===== config.mk =====
export PLATFORM = sky130hd
export DESIGN_NAME = cbe_ctrl
export DESIGN_NICKNAME = d
export VERILOG_FILES = /design/src/design/cbe_pkg.sv /design/src/design/cbe_ctrl.sv
export SDC_FILE = /design/constraint.sdc
export NUM_CORES = 1
export LEC_CHECK = 0
export BUFFER_PORTS_ARGS = -buffer_cell sky130_fd_sc_hd__buf_2
export CAP_MARGIN = 20
export CELL_PAD_IN_SITES_DETAIL_PLACEMENT = 1
export CELL_PAD_IN_SITES_GLOBAL_PLACEMENT = 2
export CORE_AREA = 2 2 44 46
export DETAILED_ROUTE_END_ITERATION = 10
export DIE_AREA = 0 0 46 48
export PLACE_DENSITY_LB_ADDON = 0.1
export SYNTH_ARGS = -nofsm -noshare
export SYNTH_HDL_FRONTEND = slang
export SYNTH_SLANG_ARGS = --single-unit

===== constraint.sdc =====
create_clock -name clk_i -period 2 [get_ports clk_i]
set_input_delay 0.1 -clock clk_i [delete_from_list [all_inputs] [get_ports clk_i]]
set_output_delay 0.1 -clock clk_i [all_outputs]
set_load 0.02 [all_outputs]

===== src/design/cbe_pkg.sv =====
// shared types and constants for the cobs block encoder
`default_nettype none

package cbe_pkg;

  localparam int MAX_DEPTH_DEF = 255;
  localparam int BPW_DEF       = 8;

  localparam int BYTE_W    = 8;
  localparam int FILL_W    = 8;
  localparam int WORD_W    = 64;
  localparam int COUNT_W   = 4;
  localparam int CFG_IDX_W = 1;

  typedef enum logic [0:0] {
    OP_ENCODE = 1'b0,
    OP_FINISH = 1'b1
  } opcode_e;

  typedef enum logic [CFG_IDX_W-1:0] {
    REG_DELIMITER   = 1'b0,
    REG_BLOCK_DEPTH = 1'b1
  } cfg_reg_e;

  localparam logic STATUS_OK    = 1'b0;
  localparam logic STATUS_EMPTY = 1'b1;

  // controller to datapath
  typedef struct packed {
    logic load_pend;
    logic store_in;
    logic store_pend;
    logic flush_step;
    logic end_last;
    logic emit_delim;
    logic emit_empty;
  } cmd_t;

  // datapath to controller
  typedef struct packed {
    logic is_delim;
    logic full;
    logic has_data;
    logic out_free;
    logic flush_done;
  } stat_t;

endpackage

`default_nettype wire


===== src/design/cbe_ctrl.sv =====
// controller state machine: sequences stores, flushes and single-word results
`default_nettype none

module cbe_ctrl (
  input  wire logic          clk_i,
  input  wire logic          rst_ni,
  input  wire logic          in_valid_i,
  input  wire logic          in_opcode_i,
  input  wire logic          in_append_i,
  output logic               in_ready_o,
  input  wire cbe_pkg::stat_t stat_i,
  output cbe_pkg::cmd_t      cmd_o
);
  import cbe_pkg::*;

  typedef enum logic [3:0] {
    ST_IDLE  = 4'b0001,
    ST_FLUSH = 4'b0010,
    ST_DELIM = 4'b0100,
    ST_EMPTY = 4'b1000
  } state_e;

  // what follows the current flush
  typedef enum logic [1:0] {
    AFTER_NONE  = 2'd0,
    AFTER_STORE = 2'd1,
    AFTER_AGAIN = 2'd2,
    AFTER_DELIM = 2'd3
  } after_e;

  state_e state_q, state_d;
  after_e after_q, after_d;

  always_comb begin
    state_d    = state_q;
    after_d    = after_q;
    cmd_o      = '0;
    in_ready_o = (state_q == ST_IDLE);
    case (state_q)
      ST_IDLE: begin
        cmd_o.load_pend = 1'b1;
        if (in_valid_i) begin
          if (in_opcode_i == OP_FINISH) begin
            if (!stat_i.has_data) begin
              state_d = ST_EMPTY;
            end else begin
              state_d = ST_FLUSH;
              after_d = in_append_i ? AFTER_DELIM : AFTER_NONE;
            end
          end else if (!stat_i.full && !stat_i.is_delim) begin
            cmd_o.store_in = 1'b1;
          end else begin
            state_d = ST_FLUSH;
            if (!stat_i.full) begin
              after_d = AFTER_NONE;
            end else if (stat_i.is_delim) begin
              after_d = AFTER_AGAIN;
            end else begin
              after_d = AFTER_STORE;
            end
          end
        end
      end
      ST_FLUSH: begin
        cmd_o.flush_step = 1'b1;
        cmd_o.end_last   = (after_q == AFTER_NONE) || (after_q == AFTER_STORE);
        if (stat_i.flush_done) begin
          case (after_q)
            AFTER_NONE: state_d = ST_IDLE;
            AFTER_STORE: begin
              cmd_o.store_pend = 1'b1;
              state_d          = ST_IDLE;
            end
            AFTER_AGAIN: after_d = AFTER_NONE;
            AFTER_DELIM: state_d = ST_DELIM;
            default:     state_d = ST_IDLE;
          endcase
        end
      end
      ST_DELIM: begin
        cmd_o.emit_delim = 1'b1;
        if (stat_i.out_free) begin
          state_d = ST_IDLE;
        end
      end
      ST_EMPTY: begin
        cmd_o.emit_empty = 1'b1;
        if (stat_i.out_free) begin
          state_d = ST_IDLE;
        end
      end
      default: state_d = ST_IDLE;
    endcase
  end

  always_ff @(posedge clk_i or negedge rst_ni) begin
    if (!rst_ni) begin
      state_q <= ST_IDLE;
      after_q <= AFTER_NONE;
    end else begin
      state_q <= state_d;
      after_q <= after_d;
    end
  end

endmodule

`default_nettype wire


Word-level counts from Yosys, hierarchy flattened
Cells that the tools add are included.
{"block": "totals", "regBits": 6, "elab_cells": 53}
{"block": "classes", "n_eq_ne": 14, "muxes": 27, "reduce_logical": 10}
{"op": "4-bit two-way mux", "count": 6}
{"op": "2-bit two-way mux", "count": 10}
{"op": "4-bit one-hot mux with 3 select lines", "count": 1}
{"op": "4-bit one-hot mux with 2 select lines", "count": 1}
{"op": "1-bit two-way mux", "count": 7}
{"op": "3-bit by 2-bit inequality test with 1-bit output (second input constant)", "count": 2}
{"op": "6-bit AND reduction", "count": 1}
{"op": "5-bit AND reduction", "count": 1}
{"op": "2-bit == test (second input constant)", "count": 2}
{"op": "4-bit by 1-bit == test with 1-bit output (second input constant)", "count": 1}
{"op": "4-bit by 2-bit == test with 1-bit output (second input constant)", "count": 1}
{"op": "4-bit by 3-bit == test with 1-bit output (second input constant)", "count": 1}
{"op": "4-bit == test (second input constant)", "count": 1}
{"op": "2-bit by 1-bit inequality test with 1-bit output (second input constant)", "count": 2}
{"op": "2-bit inequality test (second input constant)", "count": 2}
{"op": "2-bit one-hot mux with 2 select lines", "count": 1}
{"op": "2-bit OR reduction", "count": 2}
{"op": "3-bit two-way mux", "count": 1}
{"op": "3-bit inequality test (second input constant)", "count": 1}
{"op": "2-bit by 1-bit == test with 1-bit output (second input constant)", "count": 1}
{"op": "1-bit logical NOT", "count": 2}
{"op": "2-bit logical NOT", "count": 1}
{"op": "2-bit nonzero test", "count": 1}
{"op": "1-bit logical AND", "count": 1}
{"op": "1-bit logical OR", "count": 1}

Logic depth before layout (Yosys ltp)
Gate-level depths: netlist of the first run.
{"block": "depth", "word_depth": 6, "ltp_mapped": 4}

Least setup slack after synthesis of the first run
No wires, ideal clock.
{"block": "synth_timing", "path_type": "flip-flop to output port", "startpoint": "register state_q[3]", "endpoint": "output cmd_o[4] in the netlist's numbering", "arrival_time_ps": 1994, "path_slack_ps": -94, "stages_incl_launch_ff": 4, "path_cell_list": "dfrtp_1 -> nor4b_2 -> nor2b_1 -> and3_1"}
{"item": "from (decl)", "line": "cbe_ctrl.sv:31", "text": "state_e state_q, state_d;"}
{"item": "from (signal assigned)", "line": "cbe_ctrl.sv:101", "text": "state_q <= state_d;"}
{"item": "to (decl)", "line": "cbe_ctrl.sv:12", "text": "output cbe_pkg::cmd_t cmd_o"}

==> results of run 1 <==
==> final timing paths <==
kind / to / slack [ns] / cells after the start
worst min-delay path: state_q[0] / 0.17 / 3
worst max register to register: state_q[3] / 0.32 / 4
worst min register to register: after_q[1] / 0.55 / 2
min in group asynchronous: after_q[0] / 0.21 / 2
worst max-delay path: cmd_o[4] / 0.12 / 4
max in group asynchronous: state_q[0] / 1.57 / 2
==> state kept, by name, indices dropped and copies added (netlist names) <==
register,count
state_q,4
after_q,2
==> cell families (layout without fill, tap and decap cells) <==
family          count (synthesis)  after routing  share of synthesized area, %
flops                           6              6                          36.7
compound gates                  8              8                          15.8
buf+inv                         4             26                          4.55
xor+xnor                        1              1                          2.12
mux                             2              2                          5.45
simple gates                   19             19                          35.5
==> Yosys cell counts (2+ instances only) <==
| cell | number |
|---|---|
| sky130_fd_sc_hd__nand2_1 | 3 |
| sky130_fd_sc_hd__nor4b_1 | 2 |
| sky130_fd_sc_hd__mux2_1 | 2 |
| sky130_fd_sc_hd__a22oi_1 | 2 |
| sky130_fd_sc_hd__nor2b_1 | 3 |
| sky130_fd_sc_hd__o31ai_1 | 3 |
| sky130_fd_sc_hd__inv_1 | 3 |
| sky130_fd_sc_hd__and3_1 | 2 |
| sky130_fd_sc_hd__dfrtp_1 | 5 |
==> worst min-delay path, cell delays in order <==
cell,delay [ns]
sky130_fd_sc_hd__buf_2,0.10
sky130_fd_sc_hd__a21bo_2,0.14
sky130_fd_sc_hd__o31ai_1,0.06
==> area by class of cell <==
cell class                 instances  area [um^2]
fill                             199         1120
multi-input combinational         30          251
sequential                         6          151
timing repair buffer              19          103
clock buffer                       4         26.3
tap                               17         21.3
inverter                           3         11.3
==> layer usage <==
layer  routed length [um]  global-route usage (%)  vias up
li1                     -                       -      196
met1                  478                    12.7      182
met2                  510                    19.4        9
met3                   55                    4.15        0
met4                    0                    1.71        0
met5                    0                       0        -
==> power breakdown <==
group / internal (W) / total, W / switching, W
clock: 0.0000759 / 0.000124 / 0.0000479
sequential: 0.000176 / 0.000249 / 0.0000735
combinational: 0.000179 / 0.000368 / 0.000189
==> stage by stage <==
stage                     power [W]  utilization, %  setup WS [ns]  instances
final                      0.000741            33.4          0.118         79
after global routing       0.000802            33.4        0.00592         79
after CTS                  0.000759            33.4          0.104         79
after detailed placement   0.000627            31.3          0.307         74
after global placement     0.000613            31.3          0.375         74
after floorplan            0.000517               -          0.116         40
==> flow_summary.ini, run 1 <==
[cts]
cts_made_buffers = 3
post_cts.resized_instances = 0
hold_bufs_inserted_after_cts = 1
ctsRootBufferMaster = sky130_fd_sc_hd__clkbuf_4
maximum_count_of_clock_buffers_along_a_single_path = 2
cts-htree-levels = 1
insertion_delay_ns = 0.24
cts_tree = yes
cts_post_setup_buffers_inserted = 0
cts.reportedPaths.clkPinSlew_ns = 0.05
clock_sink_count = 6

[cells_and_area]
area_growth_syn_to_layout_pct = 36.7
design_area_um2 = 564
drive_above_1_share_pct = 43.5
layout_common_cells = sky130_fd_sc_hd__buf_2, sky130_fd_sc_hd__dfrtp_1
final_common_cell = sky130_fd_sc_hd__buf_2
antenna-diode-count = 0
design.final.nets = 73

[yosys]
yosys_register_bits = 6
synth_largest_type_area_fraction_pct = 30.3
synth_edf_count = 0
synth_top_cell_by_area = sky130_fd_sc_hd__dfrtp_1
synthesized_netlist_net_count = 50
async_reset_ff_share_pct = 100
synth_flop_cell = sky130_fd_sc_hd__dfrtp_1
synthesis.area_per_instance_um2 = 10.3
synth_cell_types = 24
synth_seq_area_share_pct = 36.7
synthesis.instances = 40
synth.top_cells.by_area = sky130_fd_sc_hd__dfrtp_1, sky130_fd_sc_hd__dfstp_2, sky130_fd_sc_hd__nor4b_4, sky130_fd_sc_hd__mux2_1, sky130_fd_sc_hd__o31ai_1
yosys_warnings = 0
synth.cell_area_um2 = 413

[die]
io_pins = 18
core_area_um2 = 1690
floorplan.rows = 15
floorplan.die_area_um2 = 2210
die_height_um = 48
die-width_um = 46
initial_utilization_pct = 24.4

[place]
routabilityCongestion = 0.685
numPortBuffers = 17
hpwl_um = 844
placement.cell_area_um2 = 528

[grt]
grt_overflow = 0
vias_in_the_first_global_route = 394
grt_max_degree = 8
grt_pass1_wl_um = 1680
antenna_violations_before_repair = 0
grt_util_all_layers_pct = 10.9

[setup_path]
crit_path_max_fanout = 7
worst_setup_path_start_kind = flop
cp_cell_sequence = nor4b_4 -> nor2b_1 -> and3_1 -> buf_2
max_stage_delay_ns = 0.51
startpoint_of_the_most_critical_register_to_register_path = state_q[3]
critPathLaunch = state_q[3]
crit_arrival_ns = 1.78
crit_family = simple AND/OR/NAND/NOR gates
worstPathRequired_ns = 1.90
kind_of_critical_path = flop to primary output
critPathBufInv = 1
cp-end-kind = primary output
crit_slowest_cell = sky130_fd_sc_hd__nor4b_4

[drt]
routed_wirelength_um = 1040
drt_iter0_drc = 1
vias_per_cell = 4.90
drc_errors = 0
detail_route.wl_per_cell_um = 13.2
detail_route.first_pass.iterations = 4
detailroute.via_count = 387
final_antenna_net_count = 0

[sta]
finalHoldWorstSlack_ns = 0.171
report.final.slew_viol_count = 0
worst_pin_slew_ns = 0.443
fin_crit_sh_pct = 94.1
max-slew-margin-rel_pct = 70.3
timing.final.setup_violations = 0
finalClockSkew_ns = 0.000229
final.min_clock_period_ns = 1.88
timing.fmax_mhz = 531
setup_repair_after_global_routing_missed_its_margin = no
final.setup.tns_ns = 0
hold_viol = 0

[job]
maxCapViolCount = 0

[worst_hold_path]
min_path_type = primary input to flop
timing.hold.worst.start = in_valid_i

[power]
power.leakage_nw = 0.287
max-vdd-ir-drop_mv = 0.360
power-per-cell-area_nw_per_um2 = 1310

[outcome]
status = complete, no violations
No activity file was read; power rests on OpenSTA's default activity.
==> inputs of run 2 (changes only) <==
CORE_AREA = 2 2 46 48   (was 2 2 44 46)
DIE_AREA = 0 0 48 50   (was 0 0 46 48)
MAX_ROUTING_LAYER = met4   (was unset)
clock period = 1.62 ns   (was 2 ns; I/O delays follow)
==> run 2 against run 1 <==
Net effect: the run now ends with setup timing left; via count increased by 16%; sequential power increased by 17%; global-route usage increased by 0.81 points; register-to-register slack got worse by 0.37 ns; die area increased by 8.7%; critical path type is now flop to flop.
==> flow_summary.ini, run 2 (synthesized netlist as in run 1, its figures left out) <==
[power]
post-layout-total-power_w = 0.00128
intPower_w = 0.000797
seq_power_share_pct = 22.8
comb_power_share_pct = 65.3
power-per-cell-area_nw_per_um2 = 1610
power.leakage_nw = 0.380
clock_power_share_pct = 11.9
power.switching_fraction_pct = 37.6
max-vdd-ir-drop_mv = 1.11
power_switching_w = 0.000480

[drt]
drc_errors = 0
vias_per_cell = 4.33
routed_wirelength_um = 1200
final_antenna_net_count = 0
detail_route.wl_per_cell_um = 11.5
detail_route.first_pass.iterations = 3
drt_iter0_drc = 3
detailroute.via_count = 450

[sta]
max-slew-margin-rel_pct = 77.5
timing.fmax_mhz = 599
fin_ws_ns = -0.0502
setup_repair_after_global_routing_missed_its_margin = yes
final.min_clock_period_ns = 1.67
finalHoldWorstSlack_ns = 0.202
worst_pin_slew_ns = 0.337
finalClockSkew_ns = 0.00679
fin_crit_sh_pct = 103
hold_viol = 0
timing.final.setup_violations = 4
report.final.slew_viol_count = 0

[die]
core_area_um2 = 1900
io_pins = 18
floorplan.die_area_um2 = 2400
initial_utilization_pct = 21.7
die-width_um = 48
floorplan.rows = 16
die_height_um = 50

[grt]
grt_overflow = 0
grt_max_degree = 7
grt_util_all_layers_pct = 11.7
antenna_violations_before_repair = 0
vias_in_the_first_global_route = 446
grt_pass1_wl_um = 1860

[setup_path]
worstPathRequired_ns = 1.74
reg2reg_depth = 5
rrSetupSlack_ns = -0.05
setup.worst_path.end = state_q[2]
r2r-end = state_q[2]
critPathLaunch = state_q[3]
crit_arrival_ns = 1.79
worst_setup_path_start_kind = flop
crit_path_max_fanout = 4
cp-end-kind = flop
startpoint_of_the_most_critical_register_to_register_path = state_q[3]
kind_of_critical_path = flop to flop

[cts]
clock_sink_count = 6
cts.reportedPaths.clkPinSlew_ns = 0.05
cts_tree = yes
ctsRootBufferMaster = sky130_fd_sc_hd__clkbuf_4
cts-htree-levels = 1
insertion_delay_ns = 0.24
cts_made_buffers = 3
maximum_count_of_clock_buffers_along_a_single_path = 2

[cells_and_area]
drive_above_1_share_pct = 70.1
design.final.nets = 88
register_area_um2 = 154
largest_register_ffs = 4
layout_common_cells = sky130_fd_sc_hd__buf_4, sky130_fd_sc_hd__buf_2, sky130_fd_sc_hd__buf_6
antenna-diode-count = 0
area_growth_syn_to_layout_pct = 92.7
final_common_cell = sky130_fd_sc_hd__buf_4
largestRegisters = state_q (4), after_q (2)
most_flops_register = state_q
fill_cells = 225
fin_util_pct = 41.8
multi_input_area_um2 = 304

[place]
hpwl_um = 920
numPortBuffers = 17
routabilityCongestion = 0.675
place_ws_ns = 0.0224

[outcome]
failed_checks = setup timing
status = finished, violations left

[worst_hold_path]
min_path_type = primary input to asynchronous set/reset pin

[job]
maxCapViolCount = 0
[run 2: cell count changes in the layout (fill, tap and decap cells not counted), moves of 2 or more]
cell | previous run | this run
sky130_fd_sc_hd__mux2_1 | 2 | 0
sky130_fd_sc_hd__buf_4 | 1 | 13
sky130_fd_sc_hd__buf_2 | 17 | 12
sky130_fd_sc_hd__o31ai_2 | 0 | 2
sky130_fd_sc_hd__buf_6 | 0 | 7
sky130_fd_sc_hd__dfrtp_1 | 5 | 3
sky130_fd_sc_hd__o31ai_1 | 3 | 1
sky130_fd_sc_hd__mux2_4 | 0 | 2
sky130_fd_sc_hd__dfrtp_2 | 0 | 2
[run 2: metrics by stage]
stage	instances	area [um^2]	setup TNS, ns
global route	104	796	-0.759
global placement	92	611	0
detailed placement	92	611	0
finish	104	796	-0.124
floorplan	40	432	-0.650
CTS	99	684	-0.234
[run 2: critical path, cell delays in order, from the launching register on]
cell	delay (ns)
sky130_fd_sc_hd__dfrtp_2	0.43
sky130_fd_sc_hd__buf_4	0.15
sky130_fd_sc_hd__nor4b_4	0.30
sky130_fd_sc_hd__a21bo_2	0.29
sky130_fd_sc_hd__nand3_4	0.08
sky130_fd_sc_hd__mux2_4	0.30
[run 2: worst min-delay path by stage]
stage,cells past startpoint,from,endpoint
after floorplan,0,rst_ni,after_q[0]
after global placement,1,rst_ni,state_q[1]
after detailed placement,1,rst_ni,state_q[1]
after CTS,3,in_valid_i,state_q[0]
after global routing,2,rst_ni,state_q[1]
final,2,rst_ni,state_q[1]
[run 2: timing repair]
item                       CTS  global route
setup endpoints to repair    2             9
pin swaps                    1             5
hold endpoints to repair     6             0
resized for setup            5            18
hold buffers                 1             0
setup buffers                2             5
[run 2: power by group through the flow]
| stage | registers, W | logic [W] | clock network, W |
|---|---|---|---|
| floorplan | 0.000291 | 0.000367 | 0 |
| CTS | 0.000291 | 0.000623 | 0.000162 |
| global placement | 0.000290 | 0.000595 | 0 |
| global route | 0.000302 | 0.000898 | 0.000170 |
| detailed placement | 0.000292 | 0.000594 | 0 |
| finish | 0.000291 | 0.000834 | 0.000152 |
[run 2: area by class of cell]
type | instances | area share (%)
multi-input cells | 30 | 38.2
inverters | 3 | 1.42
well taps | 27 | 4.25
clock buffers | 4 | 3.30
repair buffers | 34 | 33.5
flip-flops and latches | 6 | 19.3
[run 2: layer usage]
| metal | vias up | routed length [um] | track usage (%) |
|---|---|---|---|
| met5 | - | 0 | - |
| li1 | 224 | - | - |
| met4 | 0 | 25 | 8.11 |
| met3 | 2 | 87 | 3.30 |
| met2 | 17 | 613 | 16.7 |
| met1 | 207 | 470 | 13.7 |
