[config.mk]
export PLATFORM = sky130hd
export DESIGN_NAME = cbe_dp
export DESIGN_NICKNAME = d
export VERILOG_FILES = /design/src/design/cbe_pkg.sv /design/src/design/cbe_dp.sv
export SDC_FILE = /design/constraint.sdc
export NUM_CORES = 2
export LEC_CHECK = 0
export BUFFER_PORTS_ARGS = -buffer_cell sky130_fd_sc_hd__buf_2
export CELL_PAD_IN_SITES_DETAIL_PLACEMENT = 2
export CELL_PAD_IN_SITES_GLOBAL_PLACEMENT = 2
export CORE_MARGIN = 4
export CORE_UTILIZATION = 50
export DETAILED_ROUTE_END_ITERATION = 10
export PLACE_DENSITY = 0.84
export SLEW_MARGIN = 20
export SYNTH_ARGS = -nofsm -noshare
export SYNTH_HDL_FRONTEND = slang
export SYNTH_SLANG_ARGS = --single-unit
[constraint.sdc]
create_clock -name clk_i -period 5.04 [get_ports clk_i]
set_input_delay 0 -clock clk_i [delete_from_list [all_inputs] [get_ports clk_i]]
set_output_delay 0 -clock clk_i [all_outputs]
set_load 0.05 [all_outputs]
[src/design/cbe_pkg.sv]
// shared types and constants for the cobs block encoder
`default_nettype none

package cbe_pkg;

  localparam int MAX_DEPTH_DEF = 255;
  localparam int BPW_DEF       = 8;

  localparam int BYTE_W    = 8;
  localparam int FILL_W    = 8;
  localparam int WORD_W    = 64;
  localparam int COUNT_W   = 4;
  localparam int CFG_IDX_W = 1;

  typedef enum logic [0:0] {
    OP_ENCODE = 1'b0,
    OP_FINISH = 1'b1
  } opcode_e;

  typedef enum logic [CFG_IDX_W-1:0] {
    REG_DELIMITER   = 1'b0,
    REG_BLOCK_DEPTH = 1'b1
  } cfg_reg_e;

  localparam logic STATUS_OK    = 1'b0;
  localparam logic STATUS_EMPTY = 1'b1;

  // controller to datapath
  typedef struct packed {
    logic load_pend;
    logic store_in;
    logic store_pend;
    logic flush_step;
    logic end_last;
    logic emit_delim;
    logic emit_empty;
  } cmd_t;

  // datapath to controller
  typedef struct packed {
    logic is_delim;
    logic full;
    logic has_data;
    logic out_free;
    logic flush_done;
  } stat_t;

endpackage

`default_nettype wire

[src/design/cbe_dp.sv]
// datapath: config registers, block memory, fill count, word packer, result register
`default_nettype none

module cbe_dp #(
  parameter int MAX_DEPTH      = cbe_pkg::MAX_DEPTH_DEF,
  parameter int BYTES_PER_WORD = cbe_pkg::BPW_DEF
) (
  input  wire logic                            clk_i,
  input  wire logic                            rst_ni,
  input  wire logic                            cfg_valid_i,
  input  wire logic [cbe_pkg::CFG_IDX_W-1:0]   cfg_index_i,
  input  wire logic [cbe_pkg::BYTE_W-1:0]      cfg_data_i,
  input  wire logic [cbe_pkg::BYTE_W-1:0]      in_byte_i,
  input  wire cbe_pkg::cmd_t                   cmd_i,
  output cbe_pkg::stat_t                       stat_o,
  output logic                                 out_valid_o,
  input  wire logic                            out_ready_i,
  output logic [cbe_pkg::WORD_W-1:0]           out_word_o,
  output logic [cbe_pkg::COUNT_W-1:0]          out_count_o,
  output logic                                 out_end_o,
  output logic                                 out_status_o,
  output logic                                 out_last_o
);
  import cbe_pkg::*;

  localparam int MEM_DEPTH = MAX_DEPTH - 1;
  localparam int AW        = (MEM_DEPTH > 1) ? $clog2(MEM_DEPTH) : 1;
  localparam logic [FILL_W-1:0] DEPTH_MIN = FILL_W'(2);
  localparam logic [FILL_W-1:0] DEPTH_MAX = FILL_W'(MAX_DEPTH);
  localparam logic [COUNT_W-1:0] LAST_LANE = COUNT_W'(BYTES_PER_WORD - 1);

  logic [BYTE_W-1:0]  delim_q, depth_q;
  logic [FILL_W-1:0]  fill_q, fill_d, idx_q, idx_d;
  logic [COUNT_W-1:0] pos_q, pos_d;
  logic [WORD_W-1:0]  word_q, word_d, merged;
  logic [BYTE_W-1:0]  pend_q, rd_data_q;
  logic [BYTE_W-1:0]  mem_q [MEM_DEPTH];

  logic [FILL_W-1:0]  depth_eff, fill_m1;
  logic [BYTE_W-1:0]  code_byte, cur_byte, wr_byte;
  logic [AW-1:0]      wr_addr;
  logic               wr_en, rd_en;
  logic               is_last_byte, need_emit, out_free, advance;
  logic               load_flush, load_delim, load_empty;

  // configuration registers
  always_ff @(posedge clk_i or negedge rst_ni) begin
    if (!rst_ni) begin
      delim_q <= '0;
      depth_q <= 8'hFF;
    end else if (cfg_valid_i) begin
      case (cfg_reg_e'(cfg_index_i))
        REG_DELIMITER:   delim_q <= cfg_data_i;
        REG_BLOCK_DEPTH: depth_q <= cfg_data_i;
        default: ;
      endcase
    end
  end

  always_comb begin
    if (depth_q < DEPTH_MIN) begin
      depth_eff = DEPTH_MIN;
    end else if (depth_q > DEPTH_MAX) begin
      depth_eff = DEPTH_MAX;
    end else begin
      depth_eff = depth_q;
    end
  end

  assign fill_m1      = fill_q - FILL_W'(1);
  // code byte zero when the count would itself be the delimiter
  assign code_byte    = ((delim_q != '0) && (fill_q == delim_q)) ? '0 : fill_q;
  assign cur_byte     = (idx_q == '0) ? code_byte : rd_data_q;
  assign is_last_byte = (idx_q == fill_m1);
  assign need_emit    = is_last_byte || (pos_q == LAST_LANE);
  assign out_free     = !out_valid_o || out_ready_i;
  assign advance      = cmd_i.flush_step && (!need_emit || out_free);
  assign load_flush   = advance && need_emit;
  assign load_delim   = cmd_i.emit_delim && out_free;
  assign load_empty   = cmd_i.emit_empty && out_free;

  always_comb begin
    merged = word_q;
    for (int l = 0; l < BYTES_PER_WORD; l++) begin
      if (pos_q == COUNT_W'(l)) begin
        merged[l*BYTE_W +: BYTE_W] = cur_byte;
      end
    end
  end

  // block memory, one write and one registered read port
  assign wr_en   = cmd_i.store_in || cmd_i.store_pend;
  assign wr_addr = cmd_i.store_pend ? '0 : fill_m1[AW-1:0];
  assign wr_byte = cmd_i.store_pend ? pend_q : in_byte_i;
  assign rd_en   = advance && !is_last_byte;

  always_ff @(posedge clk_i) begin
    if (wr_en) begin
      mem_q[wr_addr] <= wr_byte;
    end
    if (rd_en) begin
      rd_data_q <= mem_q[idx_q[AW-1:0]];
    end
    if (cmd_i.load_pend) begin
      pend_q <= in_byte_i;
    end
  end

  always_comb begin
    fill_d = fill_q;
    idx_d  = idx_q;
    pos_d  = pos_q;
    word_d = word_q;
    if (cmd_i.store_in) begin
      fill_d = fill_q + FILL_W'(1);
    end
    if (advance) begin
      if (need_emit) begin
        pos_d  = '0;
        word_d = '0;
      end else begin
        pos_d  = pos_q + COUNT_W'(1);
        word_d = merged;
      end
      if (is_last_byte) begin
        idx_d  = '0;
        fill_d = FILL_W'(1);
      end else begin
        idx_d = idx_q + FILL_W'(1);
      end
    end
    if (cmd_i.store_pend) begin
      fill_d = FILL_W'(2);
    end
  end

  always_ff @(posedge clk_i or negedge rst_ni) begin
    if (!rst_ni) begin
      fill_q <= FILL_W'(1);
      idx_q  <= '0;
      pos_q  <= '0;
      word_q <= '0;
    end else begin
      fill_q <= fill_d;
      idx_q  <= idx_d;
      pos_q  <= pos_d;
      word_q <= word_d;
    end
  end

  // result register
  always_ff @(posedge clk_i or negedge rst_ni) begin
    if (!rst_ni) begin
      out_valid_o <= 1'b0;
    end else if (load_flush || load_delim || load_empty) begin
      out_valid_o <= 1'b1;
    end else if (out_ready_i) begin
      out_valid_o <= 1'b0;
    end
  end

  always_ff @(posedge clk_i) begin
    if (load_flush) begin
      out_word_o   <= merged;
      out_count_o  <= pos_q + COUNT_W'(1);
      out_end_o    <= is_last_byte;
      out_status_o <= STATUS_OK;
      out_last_o   <= is_last_byte && cmd_i.end_last;
    end else if (load_delim) begin
      out_word_o   <= WORD_W'(delim_q);
      out_count_o  <= COUNT_W'(1);
      out_end_o    <= 1'b1;
      out_status_o <= STATUS_OK;
      out_last_o   <= 1'b1;
    end else if (load_empty) begin
      out_word_o   <= '0;
      out_count_o  <= '0;
      out_end_o    <= 1'b0;
      out_status_o <= STATUS_EMPTY;
      out_last_o   <= 1'b1;
    end
  end

  assign stat_o.is_delim   = (in_byte_i == delim_q);
  assign stat_o.full       = (fill_q >= depth_eff);
  assign stat_o.has_data   = (fill_q >= DEPTH_MIN);
  assign stat_o.out_free   = out_free;
  assign stat_o.flush_done = advance && is_last_byte;

endmodule

`default_nettype wire

* Word level (Yosys, flattened, before mapping)
Memories as Yosys holds them, arrays and structs flattened. A register that Yosys moved wholly into a read port is not among the register bits.
Cells that the tools add are included.
Widths: inputs -> output; s select.
** Operators by class
- Mux-type cells :: 37
- Add/sub/neg operators :: 4
- Reductions and logical operators :: 25
- Equal/unequal tests :: 10
- Order comparisons :: 4
- Bitwise gates (word level) :: 1
** Operator list (number)
- $mux 64 :: 4
- $mux 8 :: 19
- $eq 8x8->1 :: 3
- $add 8x1->8 const B :: 2
- $eq 4x3->1 const B :: 4
- $mux 4 :: 4
- $mux 1 :: 10
- $eq 4x2->1 const B :: 2
- $ge 8x2->1 const B :: 1
- $ge 8x8->1 :: 1
- $gt 8x8->1 const B :: 1
- $logic_and 1x1->1 :: 8
- $logic_not 8->1 :: 1
- $lt 8x2->1 const B :: 1
- $reduce_bool 8->1 :: 1
- $sub 8x1->8 const B :: 1
- $logic_or 1x1->1 :: 6
- $add 4x1->4 const B :: 1
- $eq 4x1->1 const B :: 1
- $logic_not 4->1 :: 1
- $reduce_and 2->1 :: 2
- $logic_not 1->1 :: 3
- $reduce_bool 3->1 :: 1
- $reduce_bool 2->1 :: 1
- 2 further kinds :: 2
** Storage, ports and cells
- Memories :: 1
- Output and inout bits :: 77
- Word-level logic and storage cells :: 95
- Memory bits (writable) :: 2032
- Flip-flop bits (word level) :: 180
- Input bits :: 28
** Memory list
- mem_q :: depth 254, width 8, read ports 1, clocked after Yosys merged registers in 1, wr ports 1, RTL line cbe_dp.sv:37 : logic [BYTE_W-1:0] mem_q [MEM_DEPTH];

* Depth between registers and ports, before layout
- Word-level depth :: 10
- Mapped depth :: 13

* Worst setup path before layout
OpenSTA, ideal clock, no wires.
- Kind :: reg2reg
- Start point :: register fill_q[0]
- End point :: register out_count_o[0] (netlist name) (enable)
- Arrival :: 3.965 ns
- Buffers on the path :: 3
- Setup slack :: 0.645 ns
- Period minus slack after synthesis :: 4.395 ns
- Stages on the path, launching flop included :: 12
- Cells stage by stage :: dfstp_2 -> buf_2 -> inv_1 -> ha_1 -> xor2_1 -> nand3_1 -> a2111oi_2 -> a31oi_1 -> or2_1 -> buf_2 -> clkbuf_1 -> nand2_1
** Between the ends
- Cells in the longest elaborated chain, start to end :: 8
** Ends and longest elaborated chain
- start, declared :: RTL line cbe_dp.sv:33 : logic [FILL_W-1:0] fill_q, fill_d, idx_q, idx_d;
- start signal, assigned :: RTL line cbe_dp.sv:144 : fill_q <= fill_d;
- $sub 8x1->8 * :: RTL line cbe_dp.sv:70 : assign fill_m1 = fill_q - FILL_W'(1);
- $eq 8x8->1 * :: RTL line cbe_dp.sv:74 : assign is_last_byte = (idx_q == fill_m1);
- $logic_or 1x1->1 * :: RTL line cbe_dp.sv:75 : assign need_emit = is_last_byte || (pos_q == LAST_LANE);
- $logic_not 1->1 :: RTL line cbe_dp.sv:77 : assign advance = cmd_i.flush_step && (!need_emit || out_free);
- $logic_or 1x1->1 :: RTL line cbe_dp.sv:77
- $logic_and 1x1->1 :: RTL line cbe_dp.sv:77
- $logic_and 1x1->1 * :: RTL line cbe_dp.sv:78 : assign load_flush = advance && need_emit;
- $reduce_bool 3->1 (no source line) *
- end signal, assigned :: RTL line cbe_dp.sv:165 : out_count_o <= pos_q + COUNT_W'(1);
- end, declared :: RTL line cbe_dp.sv:19 : output logic [cbe_pkg::COUNT_W-1:0] out_count_o,
Mark *: on every way between the ends. The rest lies on a longest branch, timed or not.
A chain may end at the register's enable or synchronous reset.

* Worst setup path in the final report
- Start point :: register fill_q[3]
- End point :: memory mem_q[89][0] (enable)
** Between the ends
- Cells in the longest elaborated chain, start to end :: 2
** Ends and longest elaborated chain
- $sub 8x1->8 :: RTL line cbe_dp.sv:70
- $mux 8 :: RTL line cbe_dp.sv:93 : assign wr_addr = cmd_i.store_pend ? '0 : fill_m1[AW-1:0];
- end, declared :: RTL line cbe_dp.sv:37
Every way passes these cells.

==> key figures <==
Route
  • Final wirelength: ~410000 um
  • Drt pass-1 iters: 7
  • Post-DRT Antenna Nets: 0
  • Via density: around 7.9
  • DR vias: 57600
  • Remaining DRCs: 0
  • WL/cell: between 50 and 60 um
  • Iteration-0 DRC Markers: between 10000 and 15000

Flow run
  • Max-cap violations: 0

Floorplanning
  • Initial Util: 50.3%
  • Die footprint: between 150000 and 200000 um^2
  • Row count: approximately 150
  • Die width: 427 um
  • Placeable Area: between 150000 and 200000 um^2
  • Die height: between 400 and 500 um
  • # IOs: roughly 110

Critical path
  • Startpoint Class: flip-flop
  • Critical path capture point type: flip-flop
  • Reg2reg end: mem_q[89][0]
  • Reg2Reg Depth: 7
  • R2r setup slk: -0.64 ns
  • Critical Path Fanout Max: 16
  • Crit path DAT: around 6 ns
  • Crit Path Category: reg2reg
  • WP data required: around 5.5 ns
  • FF-to-FF Start: fill_q[3]

CTS
  • CTS tree: built
  • Clock Sink Count: between 2000 and 2500
  • Clk slew on worst S/H paths: 0.08 ns
  • Root Driver: clkbuf_16
  • # H-tree levels: 4
  • Clk_lat worst skew: slightly below 1 ns
  • CTS max path bufs: 3
  • Setup bufs post-CTS: 0
  • Inserted Clock Buffers: roughly 230

Finish
  • Utilization after layout: approximately 57%
  • Total Nets Final: about 4800
  • Share of layout cells above drive strength 1: 26.0%
  • Layout area overhead: 14.1%
  • Reg with most FFs: mem_q
  • Commonest non-fill, non-tap cell in the layout: edfxtp_1
  • Largest registers: mem_q: 2032 flops, out_word_o: 64 flops, word_q: 64 flops
  • Max reg flops: 2032
  • Commonest cells after routing, fill and taps aside: edfxtp_1 (2118), mux4_2 (513), nor2_1 (351)

Power and ir drop
  • Pleak: 32.2 nW
  • Pwr Density: around 590 nW/um^2
  • Peak supply drop: just under 0.0005 V
  • Design Power: roughly 59 mW

Timing
  • Pins Over Slew Limit: 0
  • Max Fclk: approximately 0.18 GHz
  • Final Hold Vio Count: 0
  • Final worst-path cycle share: 113%
  • Post-route minimum period: around 5.7 ns
  • Worst clock skew: between 0.1 and 0.15 ns
  • Worst-Margin Slew: roughly 1.4 ns
  • # setup viols final: between 400 and 500
  • RSZ-0062 raised after global routing: true
  • Final Hold Slack: roughly 0.055 ns
  • Final worst slack: -0.636 ns
  • Slew headroom: under 10%

Worst hold path
  • Hold Path Depth: 2
  • Hold Path Sink: pend_q[5]
  • HP Start: cmd_i[6]
  • Worst min-delay path category: in2reg

Synth
  • Top FF cell, synth: edfxtp_1
  • FF+latch count, synth: between 2000 and 2500
  • Mapped Cells: about 4400
  • Seq/Total Area, Yosys: about three quarters
  • Synth cell types: between 70 and 80
  • Yosys warnings: 0
  • Post-Synthesis Mean Instance Area: ~20 um^2
  • FFs w/ async S/R, synth: 4.55%
  • Syn Nets: approximately 4400
  • Number of synthesized flops with an enable pin: about 2100
  • Synthesized cell area: between 80000 and 90000 um^2

Place
  • Worst slack, placed: 0.470 ns
  • Routability cong.: 0.864
  • Dpl hpwl: around 210000 um
  • Port Buffers: approximately 100

GRT
  • Initial antenna violation count: between 60 and 70
  • Grt ovf: 0
  • All-Layer GR Usage: a little over two fifths
  • First-pass GRT wire length: 533000 um
  • Largest net degree at the start of global routing: about 150
  • Vias in the first global route: ~56000

Status
  • Violated checks: setup timing
  • Outcome: complete, but fails checks
[cell usage after synthesis, types with 4 or more instances]
master,n,area share (%)
edfxtp_1,2118,73
mux4_2,513,13
nor2_1,373,1.6
nand2_1,165,0.71
mux2i_1,138,1.6
clkbuf_1,114,0.49
dfrtp_1,92,2.6
buf_2,83,0.47
a211oi_1,70,0.60
o21ai_0,59,0.34
a21oi_1,55,0.31
a22o_1,41,0.41
nand3_1,38,0.22
mux2_2,35,0.45
a22oi_1,28,0.24
buf_4,28,0.24
buf_6,28,0.36
nor3_1,26,0.15
o2bb2ai_1,24,0.24
buf_1,23,0.098
o22ai_1,23,0.16
inv_1,21,0.090
o221ai_1,21,0.21
and2_1,20,0.14
xnor2_1,19,0.19
a31oi_1,17,0.12
ha_1,17,0.24
xor2_1,16,0.16
nor2b_1,15,0.11
a21o_1,13,0.11
a2111oi_0,12,0.12
a221oi_1,12,0.12
nand4_1,10,0.071
and3_1,9,0.064
dfstp_2,9,0.27
nand2b_1,8,0.057
nor3b_1,8,0.068
o211ai_1,8,0.068
a311oi_1,6,0.060
o2111ai_1,6,0.060
o21ai_1,5,0.029
o311ai_0,5,0.050
and2_0,4,0.029
[cells by family (layout without fill, tap and decap cells)]
group                    after synthesis  count (layout)  synth area share (%)
adder cells (fa/ha/maj)               17              17                 0.243
other                                  0              60                     0
AND/OR/NAND/NOR                      688             688                  3.32
XOR/XNOR                              37              37                 0.394
AO/OA/AOI/OAI                        435             435                  3.58
multiplexers                         686             686                  15.2
buffers and inverters                304             850                  1.82
flip-flops                          2220            2220                  75.5
[routing by layer]
metal,part of all wire (%),global-route usage (%),vias to the layer above,wire [um]
li1,-,-,18700,-
met1,32,51.9,29700,131000
met2,46,68.1,6854,190000
met3,13,13.5,2305,52900
met4,9.5,29.3,40,39100
met5,0.11,0.968,-,464
[metrics by stage]
stage,cells,area (um^2),setup TNS [ns]
floorplan,4387,87700,0
global placement,6779,91900,0
detailed placement,6779,91900,0
CTS,7251,99600,0
global route,7263,99900,-44.81
finish,7318,100000,-105.77
[timing repair]
action	in CTS	in global routing
hold buffers	54	0
resized for setup	0	11
endpoints found under the hold margin	162	0
endpoints found under the setup margin	0	174
[power breakdown]
part	total (mW)	internal [mW]	switching, mW
logic	18.5	6.03	12.4
registers	21.8	20.9	0.925
clock network	18.4	9.33	9.04
[layout make-up]
cell class | instances | area [um^2]
fillers | 14300 | 74200
flip-flops and latches | 2220 | 66200
repair buffers | 408 | 3350
well taps | 2325 | 2910
clock inverters | 128 | 1100
diodes | 60 | 150
clock buffers | 290 | 6030
multi-input cells | 1863 | 20200
inverters | 24 | 95.1
[worst max-delay path, stage by stage (launching register included)]
cell and delay [ns]:
dfrtp_1 0.90, nor2_1 0.27, and3_1 0.40, xnor2_1 0.64, nor3b_1 0.80, buf_4 0.35, nand2_1 0.68, nor2_1 1.15
[worst max-delay path by stage]
| stage | startpoint | endpoint | slack (ns) | cells past startpoint |
|---|---|---|---|---|
| floorplan | fill_q[0] | out_count_o[0] | 0.64 | 11 |
| global placement | idx_q[1] | rd_data_q[3] | 0.89 | 9 |
| detailed placement | fill_q[3] | mem_q[91][2] | 0.47 | 7 |
| CTS | fill_q[0] | fill_q[0] | 0.24 | 13 |
| global route | fill_q[3] | mem_q[80][1] | -0.43 | 7 |
| finish | fill_q[3] | mem_q[89][0] | -0.64 | 7 |
(Power assumes the default switching activity.)
